## src/hdl/drp_pkg.sv

```systemverilog
// Shared codes, register map and reset values for the dirty-rectangle push decider.
package drp_pkg;

    // Operation carried in the input word's tuser.
    typedef enum logic [1:0] {
        OP_MARK  = 2'd0,
        OP_FORCE = 2'd1,
        OP_END   = 2'd2
    } t_op;

    // Verdict carried in the result word's tuser.
    typedef enum logic [1:0] {
        VD_SKIP    = 2'd0,
        VD_FULL    = 2'd1,
        VD_PARTIAL = 2'd2
    } t_verdict;

    // Register indexes (byte address = 4 * index).
    typedef enum logic [1:0] {
        REG_WIDTH  = 2'd0,
        REG_HEIGHT = 2'd1,
        REG_PCT    = 2'd2
    } t_reg_idx;

    localparam int RST_WIDTH  = 320;
    localparam int RST_HEIGHT = 240;
    localparam int RST_PCT    = 85;
    localparam int PCT_SCALE  = 100;
    localparam int PCT_BITS   = 7;

endpackage

```

## src/hdl/dirty_rect_push_decider.sv

```systemverilog
// Top level of the dirty-rectangle push decider: mark clipping, box tracking, frame verdict.
//
// Usage:
//   Input words (s_axis) carry one operation each, selected by tuser: mark a rectangle,
//   request a full refresh, or end a frame. Marks are clipped to the display and grow a
//   bounding box; refresh requests are held for the next frame. Each end of frame yields
//   exactly one result word (m_axis): skip, full push or partial push, plus the region
//   and the sent size. Marks and refresh requests yield no result word.
//   Display size and full-push threshold sit in APB registers at 0x0, 0x4 and 0x8;
//   write them only while the block is idle.
// Throughput: one word per cycle while s_axis_tready is high. An end of frame is taken
//   into the input register, and the verdict is computed in one pass from there into the
//   result register, which drives m_axis_tvalid.
// Threshold: display area times percent is precomputed in two registered steps, so
//   s_axis_tready drops at a register write, in the cycle after it, and in the first
//   cycle after reset.
// Backpressure: marks and refresh requests always drain from the input register; an end
//   of frame waits there while a stalled result word holds, and s_axis_tready stays low
//   until the receiver takes the result.
// Reset (synchronous, active low): registers return to 320 x 240 and 85 percent, the
//   box clears, the first frame is forced to a full push, and both registers empty.
module dirty_rect_push_decider
    import drp_pkg::*;
#(
    parameter int COORD_BITS = 12
) (
    input  logic                      i_clk,
    input  logic                      i_rst_n,
    // stream in
    input  logic                      s_axis_tvalid,
    output logic                      s_axis_tready,
    // tdata: rect_x, rect_y, rect_w, rect_h (COORD_BITS+1 each, signed), any_layers
    input  logic [((4*(COORD_BITS+1)+1+7)/8)*8-1:0] s_axis_tdata,
    // tuser: op
    input  logic [1:0]                s_axis_tuser,
    // stream out
    output logic                      m_axis_tvalid,
    input  logic                      m_axis_tready,
    // tdata: push_left, push_top, push_right, push_bottom, sent_width, sent_height
    output logic [((6*COORD_BITS+7)/8)*8-1:0] m_axis_tdata,
    // tuser: verdict
    output logic [1:0]                m_axis_tuser,
    // APB configuration
    input  logic                      psel,
    input  logic                      penable,
    input  logic                      pwrite,
    input  logic [3:0]                paddr,
    input  logic [31:0]               pwdata,
    output logic [31:0]               prdata,
    output logic                      pready
);

    localparam int C         = COORD_BITS;
    localparam int SC        = C + 1;          // signed input coordinate
    localparam int EW        = C + 2;          // room for x + w
    localparam int OUT_W     = 6 * C;
    localparam int OUT_TDW   = ((OUT_W + 7) / 8) * 8;
    localparam int AREA_W    = 2 * C;
    localparam int PROD_W    = AREA_W + PCT_BITS;

    // ---------------------------------------------------------------- config
    logic [C-1:0]        r_width;
    logic [C-1:0]        r_height;
    logic [PCT_BITS-1:0] r_pct;
    logic                cfg_wr;
    t_reg_idx            cfg_idx;

    assign pready  = 1'b1;
    assign cfg_wr  = psel && penable && pwrite && pready;
    assign cfg_idx = t_reg_idx'(paddr[3:2]);

    always_ff @(posedge i_clk) begin
        if (!i_rst_n) begin
            r_width  <= C'(RST_WIDTH);
            r_height <= C'(RST_HEIGHT);
            r_pct    <= PCT_BITS'(RST_PCT);
        end else if (cfg_wr) begin
            case (cfg_idx)
                REG_WIDTH:  r_width  <= pwdata[C-1:0];
                REG_HEIGHT: r_height <= pwdata[C-1:0];
                REG_PCT:    r_pct    <= pwdata[PCT_BITS-1:0];
                default:    ;
            endcase
        end
    end

    always_comb begin
        case (cfg_idx)
            REG_WIDTH:  prdata = 32'(r_width);
            REG_HEIGHT: prdata = 32'(r_height);
            REG_PCT:    prdata = 32'(r_pct);
            default:    prdata = 32'd0;
        endcase
    end

    // ---------------------------------------------------------- threshold
    // Display area, then area times percent, each registered from its source.
    logic [AREA_W-1:0] r_disp;
    logic [PROD_W-1:0] r_thresh;
    logic              r_cfg_settle;

    always_ff @(posedge i_clk) begin
        r_disp   <= {{C{1'b0}}, r_width} * {{C{1'b0}}, r_height};
        r_thresh <= {{PCT_BITS{1'b0}}, r_disp} * {{AREA_W{1'b0}}, r_pct};
    end

    // Hold the input off until the threshold has caught up with the registers.
    always_ff @(posedge i_clk) begin
        if (!i_rst_n) begin
            r_cfg_settle <= 1'b1;
        end else begin
            r_cfg_settle <= cfg_wr;
        end
    end

    // ---------------------------------------------------------- stage flow
    logic r0_valid, r_out_valid;
    logic room0, room_out;
    logic s0_go, s0_end_go;
    logic in_take;

    assign room_out = !r_out_valid || m_axis_tready;

    // ---------------------------------------------------------- input stage
    logic                 r0_end;
    logic                 r0_mark;
    logic                 r0_force;
    logic signed [SC-1:0] r0_x, r0_y, r0_w, r0_h;
    logic                 r0_layers;

    // Marks and refresh requests always drain; an end of frame waits for a free slot.
    assign s0_go         = r0_valid && (!r0_end || room_out);
    assign s0_end_go     = s0_go && r0_end;
    assign room0         = !r0_valid || s0_go;
    assign s_axis_tready = room0 && !r_cfg_settle && !cfg_wr;
    assign in_take       = s_axis_tvalid && s_axis_tready;

    always_ff @(posedge i_clk) begin
        if (!i_rst_n) begin
            r0_valid <= 1'b0;
        end else if (room0) begin
            r0_valid <= in_take;
        end
    end

    always_ff @(posedge i_clk) begin
        if (in_take) begin
            r0_mark   <= (t_op'(s_axis_tuser) == OP_MARK);
            r0_force  <= (t_op'(s_axis_tuser) == OP_FORCE);
            r0_end    <= (t_op'(s_axis_tuser) == OP_END);
            r0_x      <= s_axis_tdata[SC-1:0];
            r0_y      <= s_axis_tdata[2*SC-1:SC];
            r0_w      <= s_axis_tdata[3*SC-1:2*SC];
            r0_h      <= s_axis_tdata[4*SC-1:3*SC];
            r0_layers <= s_axis_tdata[4*SC];
        end
    end

    // ---------------------------------------------------------- clip + box
    logic signed [EW-1:0] x0, y0, x1, y1, disp_w, disp_h;
    logic signed [EW-1:0] cx0, cy0, cx1, cy1;
    logic                 clip_hit;

    always_comb begin
        x0     = EW'(r0_x);
        y0     = EW'(r0_y);
        x1     = x0 + EW'(r0_w);
        y1     = y0 + EW'(r0_h);
        disp_w = signed'({2'b00, r_width});
        disp_h = signed'({2'b00, r_height});
        cx0    = (x0 < 0) ? '0 : x0;
        cy0    = (y0 < 0) ? '0 : y0;
        cx1    = (x1 > disp_w) ? disp_w : x1;
        cy1    = (y1 > disp_h) ? disp_h : y1;
        clip_hit = (cx0 < cx1) && (cy0 < cy1);
    end

    logic [C-1:0] r_box_left, r_box_top, r_box_right, r_box_bottom;
    logic [C-1:0] n_box_left, n_box_top, n_box_right, n_box_bottom;
    logic         r_box_marked, n_box_marked;
    logic         r_frame_forced, r_force_pending;
    logic [C-1:0] clip_l, clip_t, clip_r, clip_b;

    assign clip_l = cx0[C-1:0];
    assign clip_t = cy0[C-1:0];
    assign clip_r = cx1[C-1:0];
    assign clip_b = cy1[C-1:0];

    always_comb begin
        n_box_left   = r_box_left;
        n_box_top    = r_box_top;
        n_box_right  = r_box_right;
        n_box_bottom = r_box_bottom;
        n_box_marked = r_box_marked;
        if (s0_end_go) begin
            // new frame: empty box against the current display size
            n_box_left   = r_width;
            n_box_top    = r_height;
            n_box_right  = '0;
            n_box_bottom = '0;
            n_box_marked = 1'b0;
        end else if (s0_go && r0_mark && clip_hit) begin
            if (clip_l < r_box_left)   n_box_left   = clip_l;
            if (clip_t < r_box_top)    n_box_top    = clip_t;
            if (clip_r > r_box_right)  n_box_right  = clip_r;
            if (clip_b > r_box_bottom) n_box_bottom = clip_b;
            n_box_marked = 1'b1;
        end
    end

    always_ff @(posedge i_clk) begin
        if (!i_rst_n) begin
            r_box_left      <= C'(RST_WIDTH);
            r_box_top       <= C'(RST_HEIGHT);
            r_box_right     <= '0;
            r_box_bottom    <= '0;
            r_box_marked    <= 1'b0;
            r_frame_forced  <= 1'b1;
            r_force_pending <= 1'b0;
        end else begin
            r_box_left   <= n_box_left;
            r_box_top    <= n_box_top;
            r_box_right  <= n_box_right;
            r_box_bottom <= n_box_bottom;
            r_box_marked <= n_box_marked;
            if (s0_end_go) begin
                r_frame_forced  <= r_force_pending;
                r_force_pending <= 1'b0;
            end else if (s0_go && r0_force) begin
                r_force_pending <= 1'b1;
            end
        end
    end

    // ---------------------------------------------------------- verdict
    logic [C-1:0]      box_dw, box_dh;
    logic [AREA_W-1:0] box_area;
    logic [PROD_W-1:0] box_scaled;
    logic              cover_full;

    always_comb begin
        box_dw     = (r_box_right >= r_box_left) ? r_box_right - r_box_left : '0;
        box_dh     = (r_box_bottom >= r_box_top) ? r_box_bottom - r_box_top : '0;
        box_area   = {{C{1'b0}}, box_dw} * {{C{1'b0}}, box_dh};
        box_scaled = {{PCT_BITS{1'b0}}, box_area} * PROD_W'(PCT_SCALE);
        cover_full = (box_scaled >= r_thresh);
    end

    t_verdict         r_out_verdict, n_out_verdict;
    logic [OUT_W-1:0] r_out_data, n_out_data;

    always_comb begin
        if (!r_box_marked && !r0_layers) begin
            n_out_verdict = VD_SKIP;
            n_out_data    = '0;
        end else if (!r_box_marked || r_frame_forced || cover_full) begin
            n_out_verdict = VD_FULL;
            n_out_data    = {r_height, r_width, r_height, r_width,
                             {C{1'b0}}, {C{1'b0}}};
        end else begin
            n_out_verdict = VD_PARTIAL;
            n_out_data    = {box_dh, box_dw, r_box_bottom, r_box_right,
                             r_box_top, r_box_left};
        end
    end

    always_ff @(posedge i_clk) begin
        if (!i_rst_n) begin
            r_out_valid <= 1'b0;
        end else if (room_out) begin
            r_out_valid <= s0_end_go;
        end
    end

    always_ff @(posedge i_clk) begin
        if (s0_end_go) begin
            r_out_verdict <= n_out_verdict;
            r_out_data    <= n_out_data;
        end
    end

    assign m_axis_tvalid = r_out_valid;
    assign m_axis_tuser  = r_out_verdict;
    assign m_axis_tdata  = OUT_TDW'(r_out_data);

endmodule

```

## config.mk

```make
export PLATFORM = sky130hd
export DESIGN_NAME = dirty_rect_push_decider
export DESIGN_NICKNAME = d
export VERILOG_FILES = /design/src/hdl/drp_pkg.sv /design/src/hdl/dirty_rect_push_decider.sv
export SDC_FILE = /design/constraint.sdc
export NUM_CORES = 2
export LEC_CHECK = 0
export ABC_AREA = 0
export ABC_CLOCK_PERIOD_IN_PS = 13350
export BUFFER_PORTS_ARGS = -buffer_cell sky130_fd_sc_hd__buf_4
export CAP_MARGIN = 25
export CELL_PAD_IN_SITES_DETAIL_PLACEMENT = 1
export CELL_PAD_IN_SITES_GLOBAL_PLACEMENT = 2
export CORE_MARGIN = 10
export CORE_UTILIZATION = 40
export DETAILED_ROUTE_END_ITERATION = 8
export PLACE_DENSITY = 0.83
export SLEW_MARGIN = 30
export SYNTH_ARGS = -nofsm -noshare
export SYNTH_HDL_FRONTEND = slang
export SYNTH_SLANG_ARGS = --single-unit
```

## constraint.sdc

```tcl
create_clock -name i_clk -period 13.35 [get_ports i_clk]
set_input_delay 1.335 -clock i_clk [delete_from_list [all_inputs] [get_ports i_clk]]
set_output_delay 1.335 -clock i_clk [all_outputs]
set_load 0.01 [all_outputs]
```

==> metrics <==
status=completed; setup violators final=0; CP max FO=42; drt first-iter violations=1297; final hold slack=0.469 ns; TritonCTS Sinks=270; worst rel slew slack=0.378; DRT Wirelength=100 mm; CP max stage delay=between 0.5 and 0.6 ns; Ys Warns=0; Crit path arrival time=12.62 ns; Starting Density=0.405; flip-flop and latch area=6710 um2; Final Hold Vio Count=0; Inserted Clock Buffers=35; number of fill cells=9067; number of flops mapped to enable cells by yosys=130; routed length per placed instance=21.2 um; # DRC=0; Slew Limit Fails=0; Ports=210; Placed Cells=4662; DR pass1 iterations=5; antenna-violating nets left=0; Final WS setup=0.995 ns; max cap viols=0; number of port buffers=163; top_reg_cell synth=dfxtp_1; Critical Path RT=13.62 ns; Core ar.=approximately 78000 um2; Synth Register Bits=270; Async SR Flop Fraction=0; Die Ht=301 um; family with the most delay on the worst path=adder cells; largest net degree at the start of global routing=86; Max Clock Freq=80.9 MHz; clk slew on worst S/H paths=0.06 ns; crit-path most repeated cell=fa_1; vias per cell=between 5 and 6; commonest non-fill, non-tap cell in the layout=inv_1; post-synthesis cell type count=75; WP depth=between 40 and 50; H-tree levels=2; Mapped Area=31600 um2; Layout Cells excl Fill=approximately 4700; first-pass GRT wire length=155 mm; Die W=301 um; Nets=between 4000 and 5000; DR vias=25200; Root Driver=clkbuf_16; post-synthesis sequential area ratio=0.213; grt ovf=0; Hold Crit Class=register to register; Clock Skews=0.0238 ns; CP max stage cell=fa_1; hold_buf cts=0; cell count after synthesis=3533; P_leak=16.7 nW; Worst setup SP type=register; worst setup path class=register to register; WP buf/inv=4; cell count of the worst reg-to-reg path=48; antenna violations before repair=5; CTS tree=yes; dpl ws=0.822 ns; fin crit share=0.925; Clock Tree Buf Depth=3; DP HPWL=about 80 mm; vias in the first global route=26900; Placer Congestion=0.868; Std-Cell Rows=102; Pwr Density=93.6 nW/um2; most frequent cells in the layout=inv_1, nand2_1, ha_1; Tmin final=12.35 ns; total track usage=0.218; Total Die Area=90500 um2; Area growth syn-to-layout=11.9%; pin slew with the least headroom to its limit=0.925 ns; Syn Area/Cell=slightly below 9 um2; share of cells above drive strength 1=0.0938; Max IR drop VDD=roughly 140 uV; crit end category=register; setup TNS=0 ns; Clk Latency, worst-skew pair=0.57 ns; Final Util=0.454; Multi-input gate area=about 23000 um2; worst hold stages=2
-- worst min-delay path: stages, from the launching register on --
cell      delay [ns]
dfxtp_1         0.31
nand2_1         0.05
a21boi_0        0.06
-- sequential cells by signal, summed over array words and instances (netlist names), 2 cells and up --
register / flops
r0_h: 13
r_box_top: 12
r0_w: 13
r0_y: 13
m_axis_tuser: 2
r0_x: 13
r_width: 12
r_box_left: 12
r_disp: 24
r_thresh: 31
r_pct: 7
r_box_right: 12
r_box_bottom: 12
m_axis_tdata: 72
r_height: 12
-- path summary, 6_finish.rpt --
| path | from | to | slack (ns) |
|---|---|---|---|
| setup / recovery | r_box_top[0] | m_axis_tdata[55] | 1.0 |
| hold / removal | r_width[4] | r_width[4] | 0.47 |
| setup reg to reg | r_box_top[0] | m_axis_tdata[55] | 1.0 |
| hold reg to reg | r_width[4] | r_width[4] | 0.47 |
-- what timing repair did --
action | in CTS | in global routing
resized for setup | 0 | 15
setup buffers | 0 | 2
setup endpoints to repair | 0 | 73
-- per-stage QoR --
stage	area [um2]	power (W)
final	35300	0.00331
after global routing	35300	0.00355
after CTS	35200	0.00334
after detailed placement	34000	0.00231
after global placement	33900	0.00228
after floorplan	31600	0.00192
-- metal layers --
layer  vias up  part of all wire  track usage
li1      11900                 -            -
met3       106             0.038       0.0274
met2       414              0.47        0.365
met1     12800              0.46        0.295
met5         -                 0            0
met4         0             0.024       0.0536
-- synthesized netlist by cell type, drive strengths merged, types with 28 or more instances --
cell	instances	share of area
nand2b	56	0.011
nand3	44	0.0070
inv	494	0.059
fa	332	0.21
nor2	265	0.032
nor3	41	0.0065
a21oi	172	0.028
xnor2	85	0.024
buf	32	0.0074
nor2b	53	0.011
o21ai	118	0.019
dfxtp	140	0.089
clkbuf	115	0.014
xor2	28	0.0078
a211oi	53	0.017
edfxtp	130	0.12
nand2	490	0.058
ha	419	0.17
nand4	28	0.0056
o21a	42	0.010
a21o	60	0.014
and2	88	0.017
-- area by class of cell --
cell class                      instances  share of cell area
Multi-Input combinational cell       2640               0.637
Antenna cell                            2            0.000142
Clock buffer                           40              0.0262
Tap cell                             1040              0.0368
Sequential cell                       270               0.190
Clock inverter                         23             0.00850
Timing Repair Buffer                  221              0.0486
Inverter                              495              0.0527
-- where the power goes --
group | switching, W | total, W | internal [W]
clock | 0.000421 | 0.00103 | 0.000608
combinational | 0.000766 | 0.00129 | 0.000526
sequential | 0.0000534 | 0.000986 | 0.000932
total | 0.00124 | 0.00331 | 0.00207
-- kinds of logic after synthesis --
family / count (synthesis) / share of synthesized area
other: 2 / 0.000238
adder cells (fa/ha/maj): 751 / 0.377
XOR/XNOR: 113 / 0.0314
buffers and inverters: 642 / 0.0799
flip-flops: 270 / 0.213
AND/OR/NAND/NOR: 1129 / 0.162
AO/OA/AOI/OAI: 595 / 0.127
multiplexers: 31 / 0.0103
(Power assumes the default switching activity.)
